$ cat config.mk
export PLATFORM = sky130hd
export DESIGN_NAME = sscdp_front
export DESIGN_NICKNAME = d
export VERILOG_FILES = /design/src/hdl/sscdp_pkg.sv /design/src/hdl/sscdp_front.sv
export SDC_FILE = /design/constraint.sdc
export NUM_CORES = 1
export LEC_CHECK = 0
export BUFFER_PORTS_ARGS = -buffer_cell sky130_fd_sc_hd__buf_2
export CORE_MARGIN = 2
export CORE_UTILIZATION = 47
export DETAILED_ROUTE_END_ITERATION = 10
export HOLD_SLACK_MARGIN = 0.03
export PLACE_DENSITY_LB_ADDON = 0.12
export SYNTH_ARGS = -nofsm -noshare
export SYNTH_HDL_FRONTEND = slang
export SYNTH_SLANG_ARGS = --single-unit
export TNS_END_PERCENT = 5
$ cat constraint.sdc
create_clock -name clock -period 11.3 [get_ports clock]
set_clock_uncertainty 0.15 [all_clocks]
set_input_delay 1.695 -clock clock [delete_from_list [all_inputs] [get_ports clock]]
set_output_delay 1.695 -clock clock [all_outputs]
set_load 0.02 [all_outputs]
$ cat src/hdl/sscdp_pkg.sv
// Shared types and constants of the sliding stencil dot product.
// No dependencies; every other file in hdl/ refers to this package by scoped names.
`default_nettype none

package sscdp_pkg;

   localparam int WORD_W     = 32;   // Q16.16 samples and results, Q8.24 coefficients
   localparam int COEFF_REGS = 7;    // coefficient registers, oldest tap first
   localparam int TERMS      = 8;    // products plus the accumulate term
   localparam int SUM_W      = 68;   // exact Q28.40 sum of all terms
   localparam int FRAC_SHIFT = 24;   // Q.40 down to Q.16
   localparam int FILL_W     = 3;
   localparam int CSR_ADDR_W = 3;

   // Register indexes of the configuration port.
   localparam logic [CSR_ADDR_W-1:0] REG_COEFF_0 = 3'd0;
   localparam logic [CSR_ADDR_W-1:0] REG_ACCUM   = 3'd7;

   typedef logic signed [WORD_W-1:0] word_type;
   typedef logic signed [SUM_W-1:0]  wide_type;

   localparam wide_type ROUND_HALF = wide_type'(68'd1) <<< (FRAC_SHIFT - 1);
   localparam word_type SAT_MAX    = 32'sh7FFF_FFFF;
   localparam word_type SAT_MIN    = 32'sh8000_0000;

   // Operands of one dot product, captured with the window.
   typedef struct packed {
      word_type [COEFF_REGS-1:0] op;
      word_type                  prior;
      logic                      acc;
      logic                      last;
   } operand_type;

   // Products and the scaled prior value, ready to be summed.
   typedef struct packed {
      wide_type [TERMS-1:0] term;
      logic                 last;
   } term_type;

   // Rounded sum, not yet saturated.
   typedef struct packed {
      wide_type sum;
      logic     last;
   } sum_type;

endpackage

`default_nettype wire

$ cat src/hdl/sscdp_front.sv
// Sample window, vector fill tracking and operand capture register.
// Depends on sscdp_pkg.
`default_nettype none

module sscdp_front #(
   parameter int TAPS = 7
) (
   input  wire logic                 clock,
   input  wire logic                 reset,
   input  wire logic                 in_valid,
   output logic                      in_ready,
   input  wire sscdp_pkg::word_type  sample,
   input  wire sscdp_pkg::word_type  prior_value,
   input  wire logic                 start_of_vector,
   input  wire logic                 end_of_vector,
   input  wire logic                 accumulate_mode,
   output logic                      out_valid,
   input  wire logic                 out_ready,
   output sscdp_pkg::operand_type    out_data
);

   localparam int WIN_DEPTH = (TAPS > 1) ? TAPS - 1 : 1;
   localparam logic [sscdp_pkg::FILL_W-1:0] FILL_FULL = sscdp_pkg::FILL_W'(TAPS - 1);

   sscdp_pkg::word_type            win_ff [WIN_DEPTH];
   sscdp_pkg::word_type            win_in [WIN_DEPTH];
   logic [sscdp_pkg::FILL_W-1:0]   fill_ff, fill_in, fill_cur;
   logic                           valid_ff, valid_in;
   sscdp_pkg::operand_type         data_ff, data_in;
   logic                           accept, produce;

   assign in_ready  = !valid_ff || out_ready;
   assign accept    = in_valid && in_ready;
   assign out_valid = valid_ff;
   assign out_data  = data_ff;

   always_comb begin
      // A start of vector discards the count before this sample is counted.
      fill_cur = start_of_vector ? '0 : fill_ff;
      produce  = (fill_cur >= FILL_FULL);
      fill_in  = fill_ff;
      win_in   = win_ff;
      valid_in = valid_ff;
      data_in  = data_ff;
      if (in_ready) begin
         valid_in = accept && produce;
      end
      if (accept) begin
         for (int k = 0; k < WIN_DEPTH - 1; k++) begin
            win_in[k] = win_ff[k + 1];
         end
         win_in[WIN_DEPTH-1] = sample;

         if (end_of_vector) begin
            fill_in = '0;
         end else if (fill_cur < FILL_FULL) begin
            fill_in = fill_cur + 1'b1;
         end else begin
            fill_in = fill_cur;
         end

         data_in.op = '0;
         for (int k = 0; k < TAPS - 1; k++) begin
            data_in.op[k] = win_ff[k];
         end
         data_in.op[TAPS-1] = sample;
         data_in.prior      = prior_value;
         data_in.acc        = accumulate_mode;
         data_in.last       = end_of_vector;
      end
   end

   always_ff @(posedge clock) begin
      if (reset) begin
         fill_ff  <= '0;
         valid_ff <= 1'b0;
      end else begin
         fill_ff  <= fill_in;
         valid_ff <= valid_in;
      end
   end

   always_ff @(posedge clock) begin
      win_ff  <= win_in;
      data_ff <= data_in;
   end

endmodule

`default_nettype wire

Yosys cells after proc, flatten, opt, wreduce, memory -nomap -nowiden
Cells that the tools add are included.
{ "word_totals": {"ff_bits": 262, "in_bits": 71} }
{ "classes": {"addsub": 1, "n_lt_le_gt_ge": 2, "mux": 3, "n_reduce_logical": 4} }
{ "op_table": {"columns": ["op", "count"], "rows": [
  ["$mux 3", 3],
  ["$add 3x1->3 const B", 1],
  ["$ge 3x3->1 const B", 1],
  ["$lt 3x3->1 const B", 1],
  ["$logic_and 1x1->1", 2],
  ["$logic_not 1->1", 1],
  ["$logic_or 1x1->1", 1]
]} }

Logic depth before layout (Yosys ltp)
Gate-level depths: netlist of the first run.
{ "depth": {"depth_word": 4, "ltp_mapped": 6, "mapped_depth_nobuf": 6} }

Worst setup path before layout of the first run
No wires, ideal clock.
{ "synth_timing": {"path_kind": "input to register", "from": "input out_ready", "to": "register data_ff (netlist bit out_data[0]) (enable)", "setup_time_ps": 656, "arrival_ps": 7831, "slack_ps": 2663, "path_stages": 2, "n_path_buf": 0, "path_cell_list": "nand2b_4 -> and2_1"} }
{ "synth_between": {"elab_chain_len": 2} }
{ "synth_lines": {"columns": ["element", "line", "rtl"], "rows": [
  ["start, declared", "sscdp_front.sv:18", "input wire logic out_ready,"],
  ["$logic_or 1x1->1", "sscdp_front.sv:32", "assign in_ready = !valid_ff || out_ready;"],
  ["$logic_and 1x1->1", "sscdp_front.sv:33", "assign accept = in_valid && in_ready;"],
  ["net accept", "sscdp_front.sv:30", "logic accept, produce;"],
  ["end signal, assigned", "sscdp_front.sv:85", "data_ff <= data_in;"],
  ["end, declared", "sscdp_front.sv:29", "sscdp_pkg::operand_type data_ff, data_in;"]
]} }
The timed path passes the listed nets, and every way through them passes these cells.
A chain may end at the register's enable or synchronous reset.

Worst setup path after layout of the first run
{ "layout_timing": {"from": "input out_ready", "to": "output in_ready"} }
{ "layout_between": {"elab_chain_len": 1} }
{ "layout_lines": {"columns": ["element", "line", "rtl"], "rows": [
  ["$logic_or 1x1->1", "sscdp_front.sv:32", null],
  ["end, declared", "sscdp_front.sv:11", "output logic in_ready,"]
]} }
No other way between the ends.

==> flow_summary_export.csv, run 1 <==
group,metric,value,unit
drt,dr.first_iter.drc_count,210,
drt,detailedRoute.firstPassIterationCount,4,
floorplanning,io_pins,331,
global_route,grtUsageTotal,0.1650,
worst_setup_path,worst_ep_required_time,9.46,ns
drt,drtAntennaViolNets,0,
sta,timing.final.setup_violations,0,
logic_synthesis,synth_mux_area_frac,0,
run_status,status,"complete, no violations",
clocking,cts.reportedPaths.clkPinSlew,0.06,ns
floorplanning,initial_utilization,0.4815,
clocking,cts_hold_repair.buffers,0,
worst_setup_path,critical_path.max_stage_delay,0.16,ns
sta,ratio_of_final_minimum_period_to_clock_period,0.3497,
logic_synthesis,xor_xnor_portion_of_the_synthesized_cell_area,0,
logic_synthesis,postSynthRegisterBits,262,
worst_setup_path,cp_data_arrival_time,2.11,ns
cells_and_area,multiInputGateArea,176.4,um^2
clocking,clk_latency,0.51,ns
floorplanning,floorplan.die_area,0.01811,mm^2
logic_synthesis,synthDistinctLibCells,24,
global_route,grtUsageMet3,0.06682,
min_path,timing.hold.worst.class,"register to register",
cells_and_area,fin_util,0.6484,
worst_setup_path,crit_path_leading_delay_family,"buffers and inverters",
global_route,grt_first_pass_wirelength,22700,um
logic_synthesis,synthesis.area_per_instance,27.92,um^2
floorplanning,core_footprint,0.01664,mm^2
clocking,clock_root_cell,"sky130_fd_sc_hd__clkbuf_16",
logic_synthesis,synth-seq-area-share,0.9769,
worst_setup_path,path_common_cell,"sky130_fd_sc_hd__buf_2",
global_route,grt.met2_usage,0.2863,
logic_synthesis,synth_top_family_by_area,"simple AND/OR/NAND/NOR gates",
global_route,grt_pass1_vias,4105,
clocking,cts_max_path_buffers,3,
global_route,globalRoute.busiestLayer,"met2",
job,cap_violations,0,
cells_and_area,fill_cells,1220,
logic_synthesis,synthDominantCellAreaShare,0.9669,
sta,final_period_minus_worst_setup_slack,3.951,ns
sta,setup_repair_after_global_routing_missed_its_margin,"no",
global_route,grt_max_degree,187,
logic_synthesis,post_synth_net_total,360,
worst_setup_path,cp_slowest_cell,"sky130_fd_sc_hd__buf_2",
cells_and_area,antenna-diode-count,0,
logic_synthesis,synth_cells,287,
pwr,power.static_leakage,4.336,nW
pwr,power.density,200.1,mW/mm^2
floorplanning,floorplan.die.height,134.6,um
pwr,power.ir.vdd_worst,0.0001250,V
clocking,cts_htree_levels,1,
clocking,cts_repair_resize_count,0,
worst_setup_path,timing.critical_path.to_type,"primary output",
min_path,hp-start,"out_data[153]",
clocking,tritoncts.num_buffers,27,
drt,post_drt_wl_per_cell,17.72,um
logic_synthesis,mappedNetlistArea,0.008013,mm^2
worst_setup_path,worstSetupPathType,"input pin to primary output",
cells_and_area,seq_area,0.007828,mm^2
cells_and_area,syn2layout_area_growth,34.68,%
sta,slew_viol_final,0,
floorplanning,dieWidth,134.6,um
place,dpl-instance-area,0.009962,mm^2
cells_and_area,final_common_cell,"sky130_fd_sc_hd__buf_2",
global_route,antenna_found_initial,1,
place,hpwlAfterDp,10970,um
drt,wirelength,15670,um
sta,max_slew.worst_pin.slew,0.9619,ns
place,place.gp.congestion,0.8096,
sta,fin_setup_tns,0,ns
clocking,cts.sink_count,262,
logic_synthesis,synth_adder_area_share,0.003123,
cells_and_area,layout_common_cells,"330 x sky130_fd_sc_hd__buf_2, 258 x sky130_fd_sc_hd__edfxtp_1, 27 x sky130_fd_sc_hd__clkbuf_16, 6 x sky130_fd_sc_hd__clkbuf_1, 6 x sky130_fd_sc_hd__clkinv_1",
worst_setup_path,timing.critical_path.cells,"buf_2 -> nand2b_4 -> buf_2",
place,buffer_ports.inserted,330,
global_route,grt.overflow.total,0,
logic_synthesis,synthTopCellsByArea,"sky130_fd_sc_hd__edfxtp_1 97%, sky130_fd_sc_hd__dfxtp_1 1.0%, sky130_fd_sc_hd__ha_1 0.31%",
global_route,global_route.usage.met1,0.1838,
clocking,cts_tree,"yes",
worst_setup_path,critPathMaxFanout,6,
drt,via_density_per_instance,4.650,
worst_setup_path,cp.buffers_inverters,2,
cells_and_area,final_layout_size_suffix_gt1_frac,0.5572,
cells_and_area,layout.cell_area.non_filler,0.01079,mm^2
drt,via_count,4111,
logic_synthesis,compound_gate_fraction_of_synth_area,0.008901,
clocking,cts_post_setup_buffers_inserted,0,
sta,relative_slew_margins,0.3587,
worst_setup_path,crit_path_launch_type,"input pin",
cells_and_area,stdcell_count,884,
place,placed_cells_incl_taps,838,
sta,final_hold_viol_count,0,
logic_synthesis,synthesis.yosys.warnings,0,
sta,finalHoldWorstSlack,0.2874,ns
logic_synthesis,post_synth_and_or_nand_nor_area_fraction,0.009681,
floorplanning,number_of_placement_rows,47,
drt,detail_route.drc_violations,0,
cells_and_area,nNetsFinal,720,
worst_setup_path,crit_path_start,"out_ready",
logic_synthesis,synth_top_cell_by_area,"sky130_fd_sc_hd__edfxtp_1",
sta,fmaxAchievable,253.1,MHz
worst_setup_path,critical_path.reg2reg.startpoint,"out_valid",
[cell type report]
| class | count | share of cell area |
|---|---|---|
| Inverter | 3 | 0.001043 |
| Sequential cell | 262 | 0.7253 |
| Tap cell | 220 | 0.02551 |
| Clock inverter | 11 | 0.009623 |
| Clock buffer | 35 | 0.06725 |
| Multi-Input combinational cell | 22 | 0.01635 |
| Timing Repair Buffer | 331 | 0.1549 |
[sequential cells by signal (all words and copies together) (netlist names)]
name       flops
out_data     258
fill_ff        3
out_valid      1
[final timing paths]
check	depth (start not counted)	slack, ns	endpoint
worst max-delay path	3	7.35	in_ready
worst min-delay path	0	0.29	out_data[121]
worst max register to register	3	8.61	out_data[20]
worst min register to register	0	0.29	out_data[121]
[synthesized netlist by cell type, drive strengths merged]
library cell / instances
edfxtp: 258
dfxtp: 4
inv: 3
ha: 2
nand2b: 2
nor2b: 2
a211oi: 1
a21o: 1
a21oi: 1
a31oi: 1
a32o: 1
and2: 1
nand2: 1
nand3: 1
nand3b: 1
nand4bb: 1
nor2: 1
nor3: 1
o211ai: 1
o21ai: 1
o311ai: 1
o32ai: 1
[metal layers]
| metal | vias up | share of wire |
|---|---|---|
| met1 | 1958 | 0.35 |
| met4 | 2 | 0.027 |
| met2 | 238 | 0.52 |
| met5 | - | 0.00070 |
| li1 | 1886 | - |
| met3 | 27 | 0.11 |
[power by group]
group	switching [mW]	total [mW]	internal (mW)
sequential	0.0237	1.16	1.14
clock	0.330	0.824	0.494
combinational	0.122	0.171	0.0482
[logic make-up (layout without fill, tap and decap cells)]
logic type | count (synthesis) | after routing
flip-flops | 262 | 262
AND/OR/NAND/NOR | 11 | 11
buffers and inverters | 3 | 380
adder cells (fa/ha/maj) | 2 | 2
AO/OA/AOI/OAI | 9 | 9
[through the flow]
| step | total power [mW] | worst slack [ns] |
|---|---|---|
| 2_1_floorplan | 1.285 | 2.663 |
| 3_3_place_gp | 1.354 | 7.236 |
| 3_5_place_dp | 1.359 | 7.155 |
| 4_1_cts | 2.187 | 7.350 |
| 5_1_grt | 2.234 | 7.338 |
| 6_report | 2.159 | 7.349 |
Power figures use the tool's default switching activity.
==> run 2: changes to the inputs <==
--- a/config.mk
+++ b/config.mk
@@ -5,9 +5,10 @@
 export SDC_FILE = /design/constraint.sdc
 export NUM_CORES = 1
 export LEC_CHECK = 0
+export ABC_AREA = 1
 export BUFFER_PORTS_ARGS = -buffer_cell sky130_fd_sc_hd__buf_2
 export CORE_MARGIN = 2
-export CORE_UTILIZATION = 47
+export CORE_UTILIZATION = 43
 export DETAILED_ROUTE_END_ITERATION = 10
 export HOLD_SLACK_MARGIN = 0.03
 export PLACE_DENSITY_LB_ADDON = 0.12
==> constraint.sdc (replaced) <==
create_clock -name clock -period 3.4 [get_ports clock]
set_clock_uncertainty 0.15 [all_clocks]
set_input_delay 0.51 -clock clock [delete_from_list [all_inputs] [get_ports clock]]
set_output_delay 0.51 -clock clock [all_outputs]
set_load 0.02 [all_outputs]
==> flow_summary_export.csv, run 2 <==
group,metric,value,unit
job,cap_violations,0,
worst_setup_path,rr_worst_depth,4,
logic_synthesis,ys_async_sr_fraction,0,
place,hpwlAfterDp,11310,um
floorplanning,number_of_placement_rows,49,
logic_synthesis,synth_top_cell_by_area,"sky130_fd_sc_hd__edfxtp_1",
worst_setup_path,worst_r2r_endpoint,"out_data[216]",
sta,setup_repair_after_global_routing_missed_its_margin,"no",
sta,slew_viol_final,0,
clocking,cts.reportedPaths.clkPinSlew,0.06,ns
global_route,grt.overflow.total,0,
floorplanning,core_footprint,0.01815,mm^2
worst_setup_path,timing.critical_path.cells,"nand2_8 -> nand2_8 -> clkinvlp_4 -> buf_4",
clocking,clk_latency,0.50,ns
pwr,power.static_leakage,4.652,nW
pwr,power,7.157,mW
logic_synthesis,synthDistinctLibCells,14,
worst_setup_path,critical_path.max_stage_delay,0.66,ns
worst_setup_path,cp_slowest_cell,"sky130_fd_sc_hd__buf_4",
drt,wirelength,16760,um
drt,drtAntennaViolNets,0,
logic_synthesis,synthTopCellsByArea,"sky130_fd_sc_hd__edfxtp_1 97%, sky130_fd_sc_hd__dfxtp_1 1.0%, sky130_fd_sc_hd__nand2_1 0.61%",
clocking,tritoncts.num_buffers,26,
floorplanning,floorplan.die_area,0.01977,mm^2
clocking,cts_max_path_buffers,3,
logic_synthesis,synthesis.yosys.warnings,0,
worst_setup_path,critPathMaxFanout,60,
logic_synthesis,post_synth_net_total,370,
sta,relative_slew_margins,0.5133,
floorplanning,initial_utilization,0.4422,
place,place.gp.congestion,0.7818,
worst_setup_path,crit_path_launch_type,"register",
logic_synthesis,synthesis.area_per_instance,27.02,um^2
clocking,cts.sink_count,262,
min_path,hold_depth,2,
min_path,timing.hold.worst.class,"input pin to register",
logic_synthesis,netlist_top_cells_count,"258 x sky130_fd_sc_hd__edfxtp_1, 13 x sky130_fd_sc_hd__nand2_1, 6 x sky130_fd_sc_hd__inv_1",
worst_setup_path,timing.critical_path.to_type,"register",
logic_synthesis,postSynthRegisterBits,262,
pwr,power.density,618.7,mW/mm^2
floorplanning,io_pins,331,
min_path,hp-start,"reset",
cells_and_area,antenna-diode-count,0,
drt,post_drt_wl_per_cell,17.24,um
pwr,power.ir.vdd_worst,0.0004125,V
drt,via_density_per_instance,4.573,
worst_setup_path,crit_path_start,"out_valid",
floorplanning,floorplan.die.height,140.6,um
worst_setup_path,cp_data_arrival_time,2.01,ns
cells_and_area,syn2layout_area_growth,44.14,%
logic_synthesis,synthDominantCellAreaShare,0.9654,
drt,detail_route.drc_violations,0,
worst_setup_path,ff2ff_setup_slack,1.37,ns
worst_setup_path,critical_path.reg2reg.startpoint,"out_valid",
place,dpl-instance-area,0.01009,mm^2
cells_and_area,final_layout_size_suffix_gt1_frac,0.5128,
logic_synthesis,mappedNetlistArea,0.008025,mm^2
worst_setup_path,worstSetupPathType,"register to register",
cells_and_area,final_common_cell,"sky130_fd_sc_hd__buf_2",
cells_and_area,fill_cells,1286,
logic_synthesis,synth_cells,297,
drt,dr.first_iter.drc_count,177,
min_path,holdPathEnd,"fill_ff[2]",
cells_and_area,seq_area,0.007829,mm^2
global_route,antenna_found_initial,0,
sta,max_slew.worst_pin.slew,0.7300,ns
place,buffer_ports.inserted,330,
cells_and_area,layout_common_cells,"330 x sky130_fd_sc_hd__buf_2, 258 x sky130_fd_sc_hd__edfxtp_1, 65 x sky130_fd_sc_hd__dlygate4sd3_1, 27 x sky130_fd_sc_hd__clkbuf_16, 13 x sky130_fd_sc_hd__nand2_1",
cells_and_area,multiInputGateArea,198.9,um^2
global_route,grt_max_degree,65,
global_route,grtUsageTotal,0.1608,
logic_synthesis,number_of_enable_flip_flop_cells_after_synthesis,258,
sta,ratio_of_final_minimum_period_to_clock_period,0.5962,
cells_and_area,layout.cell_area.non_filler,0.01157,mm^2
cells_and_area,nNetsFinal,798,
clocking,clock_root_cell,"sky130_fd_sc_hd__clkbuf_16",
clocking,cts_htree_levels,1,
worst_setup_path,worst_ep_required_time,3.38,ns
run_status,status,"complete, no violations",
drt,detailedRoute.firstPassIterationCount,4,
sta,final_period_minus_worst_setup_slack,2.027,ns
global_route,grt_pass1_vias,4661,
logic_synthesis,synth-seq-area-share,0.9754,
floorplanning,dieWidth,140.6,um
sta,timing.final.setup_violations,0,
sta,final_hold_viol_count,0,
drt,via_count,4445,
logic_synthesis,most_frequently_used_flop_master_after_synthesis,"sky130_fd_sc_hd__edfxtp_1",
logic_synthesis,yosys.cell_count.top_type,"sky130_fd_sc_hd__edfxtp_1",
cells_and_area,largest_reg_flops,258,
worst_setup_path,path_common_cell,"sky130_fd_sc_hd__nand2_8",
clocking,cts_repair_resize_count,0,
sta,fmaxAchievable,493.3,MHz
global_route,grt_first_pass_wirelength,24840,um
clocking,cts_tree,"yes",
run 2: per-stage QoR:
stage                     cells  setup slack [ns]  hold slack, ns  setup TNS (ns)  utilization
after floorplan             297            -1.702          0.3052         -439.19            -
after global placement      861             1.008          0.2748               0       0.5558
after detailed placement    861            0.9611          0.2772               0       0.5558
after CTS                   971             1.343         0.03055               0       0.6369
after global routing        972             1.254         0.05551               0       0.6374
final                       972             1.373         0.07233               0       0.6374
run 2: power breakdown:
| part | switching (mW) | total [mW] | internal, mW |
|---|---|---|---|
| combinational | 0.376 | 0.573 | 0.196 |
| sequential | 0.0699 | 3.82 | 3.75 |
| clock | 1.08 | 2.76 | 1.68 |
run 2: cells by family (layout without fill, tap and decap cells):
family / count (synthesis) / count (layout) / share of synthesized area
compound gates: 6 / 6 / 0.005769
fa+ha+maj: 2 / 2 / 0.003118
buf+inv: 7 / 453 / 0.003273
flops: 262 / 262 / 0.9754
simple gates: 20 / 20 / 0.01247
run 2: worst max path at each step:
| stage | to | slack, ns | depth (start not counted) |
|---|---|---|---|
| 2_1_floorplan | out_data[0] | -1.70 | 4 |
| 3_3_place_gp | out_data[253] | 1.01 | 6 |
| 3_5_place_dp | out_data[248] | 0.96 | 6 |
| 4_1_cts | out_data[257] | 1.34 | 4 |
| 5_1_grt | out_data[230] | 1.25 | 4 |
| 6_report | out_data[216] | 1.37 | 4 |
run 2: layer usage:
metal  routed length [um]  GRT usage  part of all wire
met1                 5659     0.1696              0.34
met3                 1593    0.05469             0.095
met5                    0          0                 0
met2                 9071     0.3001              0.54
met4                  434    0.05368             0.026
run 2: cell type report:
cell class,count,share of cell area
flip-flops and latches,262,0.6768
repair buffers,400,0.2055
clock buffers,37,0.06166
well taps,229,0.02477
multi-input cells,28,0.01720
clock inverters,9,0.01006
inverters,7,0.004002
run 2: repair_timing:
| item | CTS | global route |
|---|---|---|
| hold endpoints to repair | 64 | 1 |
| setup buffers | 0 | 0 |
| setup endpoints to repair | 0 | 0 |
| hold buffers | 64 | 1 |
run 2: worst max-delay path: cells and delay by family (launching register included):
kind / cells / cell delay, ns
and+or+nand+nor: 2 / 0.16
DFF: 1 / 0.34
buffers and inverters: 2 / 0.97
==> run 3: changes to the inputs <==
--- a/config.mk
+++ b/config.mk
@@ -5,10 +5,10 @@
 export SDC_FILE = /design/constraint.sdc
 export NUM_CORES = 1
 export LEC_CHECK = 0
-export ABC_AREA = 1
+export ABC_AREA = 0
 export BUFFER_PORTS_ARGS = -buffer_cell sky130_fd_sc_hd__buf_2
 export CORE_MARGIN = 2
-export CORE_UTILIZATION = 43
+export CORE_UTILIZATION = 47
 export DETAILED_ROUTE_END_ITERATION = 10
 export HOLD_SLACK_MARGIN = 0.03
 export PLACE_DENSITY_LB_ADDON = 0.12
==> constraint.sdc (replaced) <==
create_clock -name clock -period 1.9 [get_ports clock]
set_clock_uncertainty 0.15 [all_clocks]
set_input_delay 0.285 -clock clock [delete_from_list [all_inputs] [get_ports clock]]
set_output_delay 0.285 -clock clock [all_outputs]
set_load 0.02 [all_outputs]
==> flow_summary_export.csv, run 3 (synthesis results as in run 1) <==
group,metric,value,unit
run_status,status,"complete, no violations",
drt,detail_route.drc_violations,0,
sta,max_slew.worst_pin.slew,0.4345,ns
pwr,cellInternalPower,9.813,mW
sta,slew_viol_final,0,
worst_setup_path,timing.critical_path.to_type,"register",
clocking,cts.sink_count,262,
worst_setup_path,rr_worst_depth,5,
floorplanning,core_footprint,0.01664,mm^2
drt,detailedRoute.firstPassIterationCount,4,
clocking,cts_tree,"yes",
drt,via_density_per_instance,4.623,
worst_setup_path,critPathMaxFanout,6,
pwr,p_sw_frac,0.2242,
drt,drtAntennaViolNets,0,
min_path,timing.hold.worst.class,"input pin to register",
worst_setup_path,worstSetupPathType,"register to register",
pwr,power.density,1092,mW/mm^2
pwr,power,12.65,mW
cells_and_area,layout_common_cells,"330 x sky130_fd_sc_hd__buf_2, 258 x sky130_fd_sc_hd__edfxtp_1, 69 x sky130_fd_sc_hd__dlygate4sd3_1, 26 x sky130_fd_sc_hd__clkbuf_16, 11 x sky130_fd_sc_hd__clkinv_1",
global_route,antenna_found_initial,0,
pwr,combinational_power_share,0.092,
sta,ratio_of_final_minimum_period_to_clock_period,0.9378,
job,cap_violations,0,
floorplanning,initial_utilization,0.4815,
worst_setup_path,crit_path_start,"fill_ff[1]",
floorplanning,floorplan.die.height,134.6,um
floorplanning,floorplan.die_area,0.01811,mm^2
worst_setup_path,worst_ep_required_time,2.14,ns
sta,fmaxAchievable,561.2,MHz
cells_and_area,fin_util,0.6962,
pwr,clock_group_share_of_total_power,0.360,
drt,wirelength,17210,um
clocking,cts_max_path_buffers,3,
drt,dr.first_iter.drc_count,193,
place,place.gp.congestion,0.8258,
cells_and_area,final_common_cell,"sky130_fd_sc_hd__buf_2",
worst_setup_path,crit_path_launch_type,"register",
floorplanning,dieWidth,134.6,um
clocking,clock_root_cell,"sky130_fd_sc_hd__clkbuf_16",
clocking,tritoncts.num_buffers,26,
place,hpwlAfterDp,12090,um
sta,final_period_minus_worst_setup_slack,1.782,ns
cells_and_area,largest_reg_flops,258,
worst_setup_path,timing.critical_path.to,"out_valid",
clocking,cts_htree_levels,1,
clocking,cts_post_setup_buffers_inserted,0,
pwr,switching_power,2.835,mW
pwr,portion_of_total_power_attributed_to_sequential_cells,0.549,
worst_setup_path,critical_path.reg2reg.startpoint,"fill_ff[1]",
cells_and_area,final_layout_size_suffix_gt1_frac,0.5094,
cells_and_area,syn2layout_area_growth,44.60,%
cells_and_area,stdcell_count,966,
clocking,cts.reportedPaths.clkPinSlew,0.06,ns
worst_setup_path,ff2ff_setup_slack,0.12,ns
clocking,clk_latency,0.52,ns
global_route,grt_max_degree,42,
global_route,grtUsageTotal,0.1801,
floorplanning,number_of_placement_rows,47,
global_route,grt.overflow.total,0,
place,placed_cells_incl_taps,849,
worst_setup_path,cp_data_arrival_time,2.03,ns
pwr,power.ir.vdd_worst,0.0008974,V
global_route,grt_pass1_vias,4524,
cells_and_area,antenna-diode-count,0,
cells_and_area,nNetsFinal,801,
sta,final_hold_viol_count,0,
sta,relative_slew_margins,0.7103,
pwr,power.static_leakage,4.693,nW
worst_setup_path,worst_r2r_endpoint,"out_valid",
place,buffer_ports.inserted,330,
floorplanning,io_pins,331,
drt,via_count,4466,
global_route,grt_first_pass_wirelength,24670,um
sta,timing.final.setup_violations,0,
drt,post_drt_wl_per_cell,17.82,um
sta,setup_repair_after_global_routing_missed_its_margin,"no",
run 3: cell count changes in the layout (fill, tap and decap cells not counted), sizes merged, moves of 3 or more:
cell	before	now
nand2	16	1
clkinv	6	14
buf	335	342
clkbuf	37	31
dlygate4sd3	65	69
a21oi	4	1
inv	6	3
nor2	4	1
run 3: how the worst min path moves through the flow:
stage,startpoint,end,cells past startpoint
6_report,out_ready,fill_ff[2],4
5_1_grt,out_ready,fill_ff[2],4
4_1_cts,out_ready,fill_ff[2],4
3_5_place_dp,out_data[201],out_data[169],0
3_3_place_gp,out_data[241],out_data[209],0
2_1_floorplan,reset,out_valid,1
run 3: stage by stage:
step                      setup TNS, ns  cell area [um^2]  hold WS, ns  setup WS (ns)
final                                 0             11590      0.09707         0.1181
after global routing                  0             11590       0.1269        0.05272
after CTS                             0             11580      0.06680        0.04717
after detailed placement              0             10100       0.2766         0.1282
after global placement                0             10100       0.2725         0.1541
after floorplan                 -269.22              8019       0.1944         -1.033
run 3: what timing repair did:
item / CTS / global route
hold endpoints to repair: 70 / 0
resized for setup: 0 / 4
setup endpoints to repair: 0 / 2
hold buffers: 71 / 0
run 3: cell type report:
type | instances | area [um^2]
flip-flops and latches | 262 | 7833
fillers | 1086 | 5056
repair buffers | 413 | 2520
clock buffers | 31 | 669.4
well taps | 220 | 275.3
multi-input cells | 22 | 180.2
clock inverters | 15 | 97.59
inverters | 3 | 11.26
run 3: critical path: stages (launching register included):
cell and delay, ns:
sky130_fd_sc_hd__dfxtp_2 0.34, sky130_fd_sc_hd__nor2b_1 0.15, sky130_fd_sc_hd__ha_1 0.20, sky130_fd_sc_hd__o211ai_1 0.21, sky130_fd_sc_hd__a21oi_2 0.07, sky130_fd_sc_hd__dlygate4sd3_1 0.55
run 3: power groups by stage:
stage / clock network (mW) / logic, mW / registers [mW]
4_1_cts: 4.68 / 1.17 / 6.95
5_1_grt: 4.89 / 1.22 / 6.98
6_report: 4.55 / 1.16 / 6.94
3_5_place_dp: 0 / 1.05 / 7.07
2_1_floorplan: 0 / 0.0885 / 7.51
3_3_place_gp: 0 / 1.04 / 7.05
run 3: per-layer routing:
| metal | up-vias | track usage | wire length (um) | part of all wire |
|---|---|---|---|---|
| li1 | 2055 | - | - | - |
| met1 | 2130 | 0.1950 | 5922 | 0.34 |
| met2 | 245 | 0.3311 | 9123 | 0.53 |
| met3 | 36 | 0.06419 | 1687 | 0.098 |
| met4 | 0 | 0.05439 | 479 | 0.028 |
| met5 | - | 0 | 0 | 0 |
